$ cat src/hdl/ace_pkg.sv
package ace_pkg;

    // Table geometry
    localparam int ENTRIES = 128;
    localparam int IDX_W = (ENTRIES > 1) ? $clog2(ENTRIES) : 1;
    localparam logic [IDX_W-1:0] LAST_IDX = IDX_W'(ENTRIES - 1);

    // Protocol constants
    localparam logic [15:0] MAX_AGE_RESET = 16'd300;
    localparam logic [15:0] ETHERTYPE_ARP = 16'h0806;
    localparam logic [15:0] ARP_OP_REPLY  = 16'd2;

    // Item operation codes
    localparam logic [1:0] OP_TICK   = 2'd0;
    localparam logic [1:0] OP_LOOKUP = 2'd1;
    localparam logic [1:0] OP_FRAME  = 2'd2;

    // Result status codes
    localparam logic [2:0] ST_TICK    = 3'd0;
    localparam logic [2:0] ST_HIT     = 3'd1;
    localparam logic [2:0] ST_MISS    = 3'd2;
    localparam logic [2:0] ST_STORED  = 3'd3;
    localparam logic [2:0] ST_IGNORED = 3'd4;
    localparam logic [2:0] ST_FULL    = 3'd5;

    typedef struct packed {
        logic [1:0]  op;
        logic [31:0] query_ip;
        logic [15:0] frame_ethertype;
        logic [15:0] frame_arp_opcode;
        logic [31:0] sender_ip;
        logic [47:0] sender_mac;
    } item_t;

    typedef struct packed {
        logic [2:0]  status;
        logic        hit;
        logic [47:0] found_mac;
    } result_t;

    typedef struct packed {
        logic load_item;
        logic scan_en;
        logic load_out;
    } ctrl_cmd_t;

    typedef struct packed {
        logic done;
    } dp_status_t;

    typedef enum logic [1:0] {
        CS_IDLE,
        CS_SCAN,
        CS_OUT
    } ctrl_state_t;

endpackage

$ cat src/hdl/ace_ctrl.sv
module ace_ctrl (
    input  logic               clk,
    input  logic               rst_n,
    input  logic               item_valid,
    output logic               item_ready,
    output logic               result_valid,
    input  logic               result_ready,
    output ace_pkg::ctrl_cmd_t cmd,
    input  ace_pkg::dp_status_t sts
);
    import ace_pkg::*;

    ctrl_state_t state_reg;
    ctrl_state_t state_next;
    logic        out_valid_reg;
    logic        out_valid_next;

    // State and output-valid registers
    always_ff @(posedge clk or negedge rst_n)
    begin
        if (!rst_n)
        begin
            state_reg     <= CS_IDLE;
            out_valid_reg <= 1'b0;
        end
        else
        begin
            state_reg     <= state_next;
            out_valid_reg <= out_valid_next;
        end
    end

    // Next state and commands
    always_comb
    begin
        state_next    = state_reg;
        item_ready    = 1'b0;
        cmd.load_item = 1'b0;
        cmd.scan_en   = 1'b0;
        cmd.load_out  = 1'b0;
        unique case (state_reg)
            CS_IDLE:
            begin
                item_ready = 1'b1;
                if (item_valid)
                begin
                    cmd.load_item = 1'b1;
                    state_next    = CS_SCAN;
                end
            end
            CS_SCAN:
            begin
                cmd.scan_en = 1'b1;
                if (sts.done)
                begin
                    state_next = CS_OUT;
                end
            end
            CS_OUT:
            begin
                // Hand the result over once the output register is free
                if (!out_valid_reg || result_ready)
                begin
                    cmd.load_out = 1'b1;
                    state_next   = CS_IDLE;
                end
            end
            default:
            begin
                state_next = CS_IDLE;
            end
        endcase
    end

    // Output register occupancy
    always_comb
    begin
        priority if (cmd.load_out)
        begin
            out_valid_next = 1'b1;
        end
        else if (result_ready)
        begin
            out_valid_next = 1'b0;
        end
        else
        begin
            out_valid_next = out_valid_reg;
        end
    end

    assign result_valid = out_valid_reg;

endmodule

$ cat config.mk
export PLATFORM = sky130hd
export DESIGN_NAME = ace_ctrl
export DESIGN_NICKNAME = d
export VERILOG_FILES = /design/src/hdl/ace_pkg.sv /design/src/hdl/ace_ctrl.sv
export SDC_FILE = /design/constraint.sdc
export NUM_CORES = 1
export LEC_CHECK = 0
export BUFFER_PORTS_ARGS = -buffer_cell sky130_fd_sc_hd__buf_2
export CAP_MARGIN = 10
export CORE_AREA = 2 2 39 41
export DETAILED_ROUTE_END_ITERATION = 10
export DIE_AREA = 0 0 41 43
export SETUP_SLACK_MARGIN = 0.05
export SLEW_MARGIN = 30
export SYNTH_ARGS = -nofsm -noshare
export SYNTH_HDL_FRONTEND = slang
export SYNTH_SLANG_ARGS = --single-unit
$ cat constraint.sdc
create_clock -name clk -period 1.16 [get_ports clk]
set_input_delay 0.174 -clock clk [delete_from_list [all_inputs] [get_ports clk]]
set_output_delay 0.174 -clock clk [all_outputs]
set_load 0.05 [all_outputs]
==> After elaboration in Yosys (flattened, before gate mapping) <==
Index checks and enable logic that the tools add are counted.
{ "totals": {"ff_bits": 3, "input_bits": 5, "wordCells": 24} }
{ "op_classes": {"eq_ne": 5, "mux": 12, "reduce_logical": 5} }
{ "op_table": {"columns": ["op", "n"], "rows": [
  ["$mux W1", 8],
  ["$mux W2", 3],
  ["$ne A2 B2 Y1 const B", 3],
  ["$pmux W2 S3", 1],
  ["$reduce_and A3 Y1", 1],
  ["$eq A2 B1 Y1 const B", 1],
  ["$eq A2 B2 Y1 const B", 1],
  ["$logic_not A2 Y1", 1],
  ["$reduce_bool A2 Y1", 1],
  ["$logic_not A1 Y1", 1],
  ["$logic_or A1 B1 Y1", 1]
]} }

==> Logic depth before layout (Yosys ltp) <==
Gate-level depths: netlist (run 1).
{ "logic_depth": {"ltp_word": 5, "mapped_depth": 3} }

==> Worst setup path after synthesis (run 1) <==
Ideal clock, no wire load.
{ "synth_timing": {"path_type": "flip-flop to output port", "from": "register state_reg[1]", "to": "output cmd[2] (netlist name)", "t_arrival_ns": 1.640, "required_ns": 0.986, "setup_slack_ns": -0.654, "path_stages_with_launch": 3, "path_buffers": 0, "path_cell_list": "dfrtp_1 nor2_1 and2_1"} }
{ "synth_rtl": {"columns": ["element", "line_no", "rtl"], "rows": [
  ["start, declared", "ace_ctrl.sv:13", "ctrl_state_t state_reg;"],
  ["start signal, assigned", "ace_ctrl.sv:28", "state_reg <= state_next;"],
  ["end, declared", "ace_ctrl.sv:8", "output ace_pkg::ctrl_cmd_t cmd,"]
]} }

==> impl_metrics.env, run 1 <==
export IMPL_wl_um=381
export IMPL_initial_core_util=0.1166
export IMPL_grt_busiest_layer="met2"
export IMPL_drcViolationCount=0
export IMPL_finClkSkew_ps=3.841
export IMPL_hold_class="primary input to register"
export IMPL_seq_area_frac_synth=0.4651
export IMPL_htreeDepth=1
export IMPL_drtIter0Drc=2
export IMPL_antenna_left=0
export IMPL_die_width_um=41
export IMPL_worstSetupEndpointType="primary output"
export IMPL_fmax_mhz=776.6
export IMPL_r2r_start="state_reg[0]"
export IMPL_met3_usage=0.06283
export IMPL_coreArea_um2=1384
export IMPL_synth_common_cells="3 x dfrtp_1, 2 x inv_1, 2 x nor2_1"
export IMPL_track_usage=0.06237
export IMPL_stdcell_area_um2=334.1
export IMPL_clkLatencyLatePin_ps=240
export IMPL_tightest_slew_ps=248.1
export IMPL_largest_reg_flops=2
export IMPL_min_to="state_reg[0]"
export IMPL_r2r_cells=3
export IMPL_firstDrtPassIters=3
export IMPL_relSlewSlack=0.8358
export IMPL_grt_pass1_wl_um=648
export IMPL_power_total_w=0.001134
export IMPL_drt_wirelength_per_cell_um=7.938
export IMPL_fp_dieH_um=43
export IMPL_setup_viol=3
export IMPL_period_share=1.110
export IMPL_diodes=0
export IMPL_dpl_instance_area_um2=246.5
export IMPL_min_period_ps=1288
export IMPL_peakVddDrop_uv=887.2
export IMPL_rows=14
export IMPL_rrSetupSlack_ps=180
export IMPL_required_ps=990
export IMPL_dieArea_um2=1763
export IMPL_io_pins=10
export IMPL_path_max_fanout=5
export IMPL_cts_buffer_depth=2
export IMPL_cts_tree="yes"
export IMPL_synth_top_area_cell="dfrtp_1"
export IMPL_p_leak_nw=0.1543
export IMPL_hold_path_startpoint="sts"
export IMPL_critPathSlowestCell="dfrtp_2"
export IMPL_grt_pass1_vias=163
export IMPL_use_met2=0.07188
export IMPL_slew_viol_final=0
export IMPL_hold_viol=0
export IMPL_synth_flop_cell="dfrtp_1"
export IMPL_synth_edf_count=0
export IMPL_crit_chain="nand2b_4, a21oi_2, buf_6"
export IMPL_run_status="finished with violations"
export IMPL_synth_most_common_cell="dfrtp_1"
export IMPL_met1_usage=0.06796
export IMPL_critPathLaunchType="register"
export IMPL_area_growth_pct=107.0
export IMPL_arrival_ps=1110
export IMPL_synth_top_cells_by_area="dfrtp_1 47%, nand2b_4 8.5%, o31ai_2 7.8%"
export IMPL_layout_nets=38
export IMPL_cp_slowest_stage_delay_ps=440
export IMPL_worstHoldPathCells=2
export IMPL_drive_gt1_frac=0.7500
export IMPL_reg2reg_to="state_reg[1]"
export IMPL_fillers=153
export IMPL_grt_max_degree=6
export IMPL_synth_seq_cells=3
export IMPL_dp_hpwl_um=280.5
export IMPL_vias_per_cell=3.458
export IMPL_power_density_nw_per_um2=3394
export IMPL_clk_pin_slew_worst_paths_ps=40
export IMPL_gp_congestion=0.6509
export IMPL_rsz0062_at_grt="yes"
export IMPL_syn_avg_cell_area_um2=10.09
export IMPL_cap_violations=0
export IMPL_numCtsBuffers=3
export IMPL_synthArstFlopShare=1.000
export IMPL_grt_antenna_before_repair=0
export IMPL_synth_cell_types=12
export IMPL_root_buffer="clkbuf_4"
export IMPL_num_vias=166
export IMPL_violations="negative setup slack"
export IMPL_post_route_util=0.2414
export IMPL_port_buffers=9
export IMPL_synth_nets=21
export IMPL_syn_area_um2=161.4
export IMPL_synth_top_cell_area_share=0.4651
export IMPL_grt_overflow=0
export IMPL_yosys_warnings=0
export IMPL_clock_sinks=3
export IMPL_critPathKind="register to primary output"
export IMPL_syn_inst=16
export IMPL_fin_ws_ps=-127.7
==> stage by stage <==
stage               setup TNS, ps  cells  worst slack (ps)  hold WS [ps]
global placement                0     42             14.90        -26.40
floorplan                  -120.7     16            -120.7        -121.6
CTS                        -367.2     47            -141.2         134.6
detailed placement              0     42             12.61        -23.32
finish                     -350.6     48            -127.7         132.2
global route               -558.0     48            -196.0         125.8
==> placed cells by master (no fill, tap or decap) <==
cell type / Yosys / layout
nor2_4: 0 / 1
dfrtp_2: 0 / 3
and2_4: 0 / 1
a211oi_1: 1 / 1
buf_8: 0 / 2
o21ai_0: 1 / 1
nand2b_4: 1 / 1
clkbuf_1: 0 / 1
buf_6: 0 / 3
clkbuf_4: 0 / 3
nand3b_1: 1 / 1
a21oi_2: 0 / 1
buf_4: 1 / 2
buf_2: 0 / 5
o31ai_2: 1 / 1
dlygate4sd3_1: 0 / 1
nor2b_2: 0 / 1
nor2_1: 2 / 1
inv_1: 2 / 2
==> report_power, final <==
part           switching (W)  leakage (nW)  internal (W)  total (W)
sequential         0.0000737        0.0343      0.000161   0.000234
combinational       0.000402         0.105      0.000311   0.000713
clock              0.0000577        0.0150      0.000129   0.000187
==> critical path, delay by kind of cell (launching register included) <==
kind                   cells  cell delay (ps)
and+or+nand+nor            1              160
buffers and inverters      1              170
DFF                        1              440
AOI/OAI and AO/OA          1              110
==> routing by layer <==
metal,part of all wire,vias to the layer above
li1,-,84
met4,0,0
met5,0,-
met2,0.44,10
met3,0.13,0
met1,0.43,72
==> cell families after synthesis <==
family,count (synthesis),synth area share
AOI/OAI and AO/OA,4,0.1860
buffers and inverters,3,0.09306
DFF,3,0.4651
and+or+nand+nor,6,0.2559
==> how the worst max path moves through the flow <==
stage,startpoint,endpoint,slack (ps),depth (start not counted)
after floorplan,state_reg[1],cmd[2],-120,2
after global placement,state_reg[0],cmd[0],10,3
after detailed placement,state_reg[0],cmd[0],10,3
after CTS,state_reg[0],cmd[0],-140,3
after global routing,state_reg[0],cmd[0],-200,3
final,state_reg[0],cmd[0],-130,3
==> final cells by class <==
type                       count  area [um2]  area share
timing repair buffer          13       113.9      0.3408
multi-input combinational     10       87.58      0.2622
sequential                     3       78.83      0.2360
clock buffer                   4       26.28     0.07865
tap                           16       20.02     0.05993
inverter                       2       7.507     0.02247
==> what timing repair did <==
action	4_1_cts	5_1_grt
hold buffers	1	0
setup endpoints to repair	4	4
resized for setup	12	3
endpoints found under the hold margin	3	0
buffers inserted	0	1
pin swaps	0	2
(Power assumes the default switching activity.)
==> inputs of run 2 (changes only) <==
CELL_PAD_IN_SITES_DETAIL_PLACEMENT = 0   (was unset)
CELL_PAD_IN_SITES_GLOBAL_PLACEMENT = 1   (was unset)
PLACE_DENSITY_LB_ADDON = 0.1   (was unset)
==> run 2 against run 1 <==
Compared with the run above:
- the run still ends with negative setup slack left
- sequential share of layout area down 0.52 points
- clock skew down 3.5 ps
- clock power is essentially flat
- sequential power fell by 2%
- register-to-register slack got worse by 210 ps
- critical path depth unchanged
- worst setup slack improved by 20 ps
- wire length grew 10%
- hold slack better by 8.4 ps
- clock-buffer cell count stayed put
- die area stayed put
- maximum frequency up 1.6%
==> impl_metrics.env, run 2 (synthesized netlist as in run 1, its figures left out) <==
export IMPL_hold_path_startpoint="sts"
export IMPL_port_buffers=9
export IMPL_clkLatencyLatePin_ps=230
export IMPL_r2r_cells=5
export IMPL_final_cell_mix="5 x buf_2, 5 x buf_4, 3 x clkbuf_4, 3 x buf_6, 3 x dfrtp_2"
export IMPL_drtIter0Drc=0
export IMPL_min_to="state_reg[0]"
export IMPL_grt_overflow=0
export IMPL_cts_tree="yes"
export IMPL_r2r_start="state_reg[0]"
export IMPL_dieArea_um2=1763
export IMPL_fillers=164
export IMPL_coreArea_um2=1384
export IMPL_tightest_slew_ps=246.4
export IMPL_gp_congestion=0.5909
export IMPL_critPathLaunchType="register"
export IMPL_finalSetupTns_ps=-237.6
export IMPL_required_ps=990
export IMPL_cap_violations=0
export IMPL_hold_viol=0
export IMPL_antenna_left=0
export IMPL_fp_dieH_um=43
export IMPL_rsz0062_at_grt="yes"
export IMPL_period_share=1.093
export IMPL_rows=14
export IMPL_slew_viol_final=0
export IMPL_grt_pass1_vias=175
export IMPL_rrSetupSlack_ps=-30
export IMPL_fin_ws_ps=-107.7
export IMPL_wl_um=420
export IMPL_timing_hold_ws_ps=140.5
export IMPL_fmax_mhz=788.8
export IMPL_relSlewSlack=0.8368
export IMPL_area_growth_pct=111.6
export IMPL_peakVddDrop_uv=914.1
export IMPL_largest_reg_flops=2
export IMPL_violations="negative setup slack"
export IMPL_grt_max_degree=5
export IMPL_arrival_ps=1090
export IMPL_finClkSkew_ps=0.3273
export IMPL_root_buffer="clkbuf_4"
export IMPL_setup_viol=3
export IMPL_drt_wirelength_per_cell_um=8.400
export IMPL_power_total_w=0.001131
export IMPL_clock_sinks=3
export IMPL_track_usage=0.06225
export IMPL_path_max_fanout=4
export IMPL_hold_class="primary input to register"
export IMPL_diodes=0
export IMPL_min_period_ps=1268
export IMPL_drcViolationCount=0
export IMPL_firstDrtPassIters=1
export IMPL_vias_per_cell=3.500
export IMPL_initial_core_util=0.1166
export IMPL_critPathKind="register to primary output"
export IMPL_drive_gt1_frac=0.7647
export IMPL_p_leak_nw=0.1604
export IMPL_power_density_nw_per_um2=3312
export IMPL_reg2reg_to="state_reg[1]"
export IMPL_layout_nets=40
export IMPL_numCtsBuffers=3
export IMPL_worstSetupEndpointType="primary output"
export IMPL_worstHoldPathCells=2
export IMPL_dp_hpwl_um=289
export IMPL_grt_antenna_before_repair=0
export IMPL_die_width_um=41
export IMPL_htreeDepth=1
export IMPL_num_vias=175
export IMPL_grt_pass1_wl_um=662
export IMPL_run_status="finished with violations"
export IMPL_clk_pin_slew_worst_paths_ps=40
export IMPL_cts_buffer_depth=2
export IMPL_io_pins=10
[run 2: cell types whose count changed in the layout (fill, tap and decap cells not counted)]
cell	change
buf_4	+3
buf_8	-1
[run 2: what timing repair did]
| action | CTS | global route |
|---|---|---|
| resized for setup | 13 | 0 |
| setup buffers | 3 | 1 |
| pin swaps | 2 | 0 |
| hold endpoints to repair | 3 | 0 |
| hold buffers | 1 | 0 |
| endpoints found under the setup margin | 4 | 5 |
[run 2: final cells by class]
| cell class | instances | area (um2) | share of cell area |
|---|---|---|---|
| timing repair buffer | 15 | 121.4 | 0.3553 |
| inverter | 2 | 7.507 | 0.02198 |
| sequential | 3 | 78.83 | 0.2308 |
| tap | 16 | 20.02 | 0.05861 |
| multi-input combinational | 10 | 87.58 | 0.2564 |
| clock buffer | 4 | 26.28 | 0.07692 |
[run 2: per-layer routing]
| layer | global-route usage | wire length [um] |
|---|---|---|
| met3 | 0.04712 | 40 |
| met4 | 0.06000 | 0 |
| met1 | 0.06431 | 169 |
| met2 | 0.07500 | 210 |
| met5 | 0 | 0 |
[run 2: how the worst max path moves through the flow]
stage            startpoint      to  slack [ps]
2_1_floorplan  state_reg[1]  cmd[2]        -120
3_3_place_gp   state_reg[0]  cmd[0]         -10
3_5_place_dp   state_reg[0]  cmd[0]          -6
4_1_cts        state_reg[0]  cmd[0]        -120
5_1_grt        state_reg[0]  cmd[0]        -160
6_report       state_reg[0]  cmd[0]        -110
[run 2: report_power, final]
group / switching, W / internal, W
Sequential: 0.0000682 / 0.000161
Combinational: 0.000411 / 0.000308
Clock: 0.0000549 / 0.000129
[run 2: metrics by stage]
stage                 util  cells  setup slack, ps  cell area, um2
floorplan                -     16           -120.7           173.9
global placement    0.1727     41           -10.42           239.0
detailed placement  0.1727     41           -6.100           239.0
CTS                 0.2414     49           -124.8           334.1
global route        0.2468     50           -163.0           341.6
finish              0.2468     50           -107.7           341.6
[run 2: worst max-delay path, cell delays in order, from the launching register on]
cell      delay, ps
dfrtp_2         430
nand2b_4        150
a21oi_2         110
buf_6           170
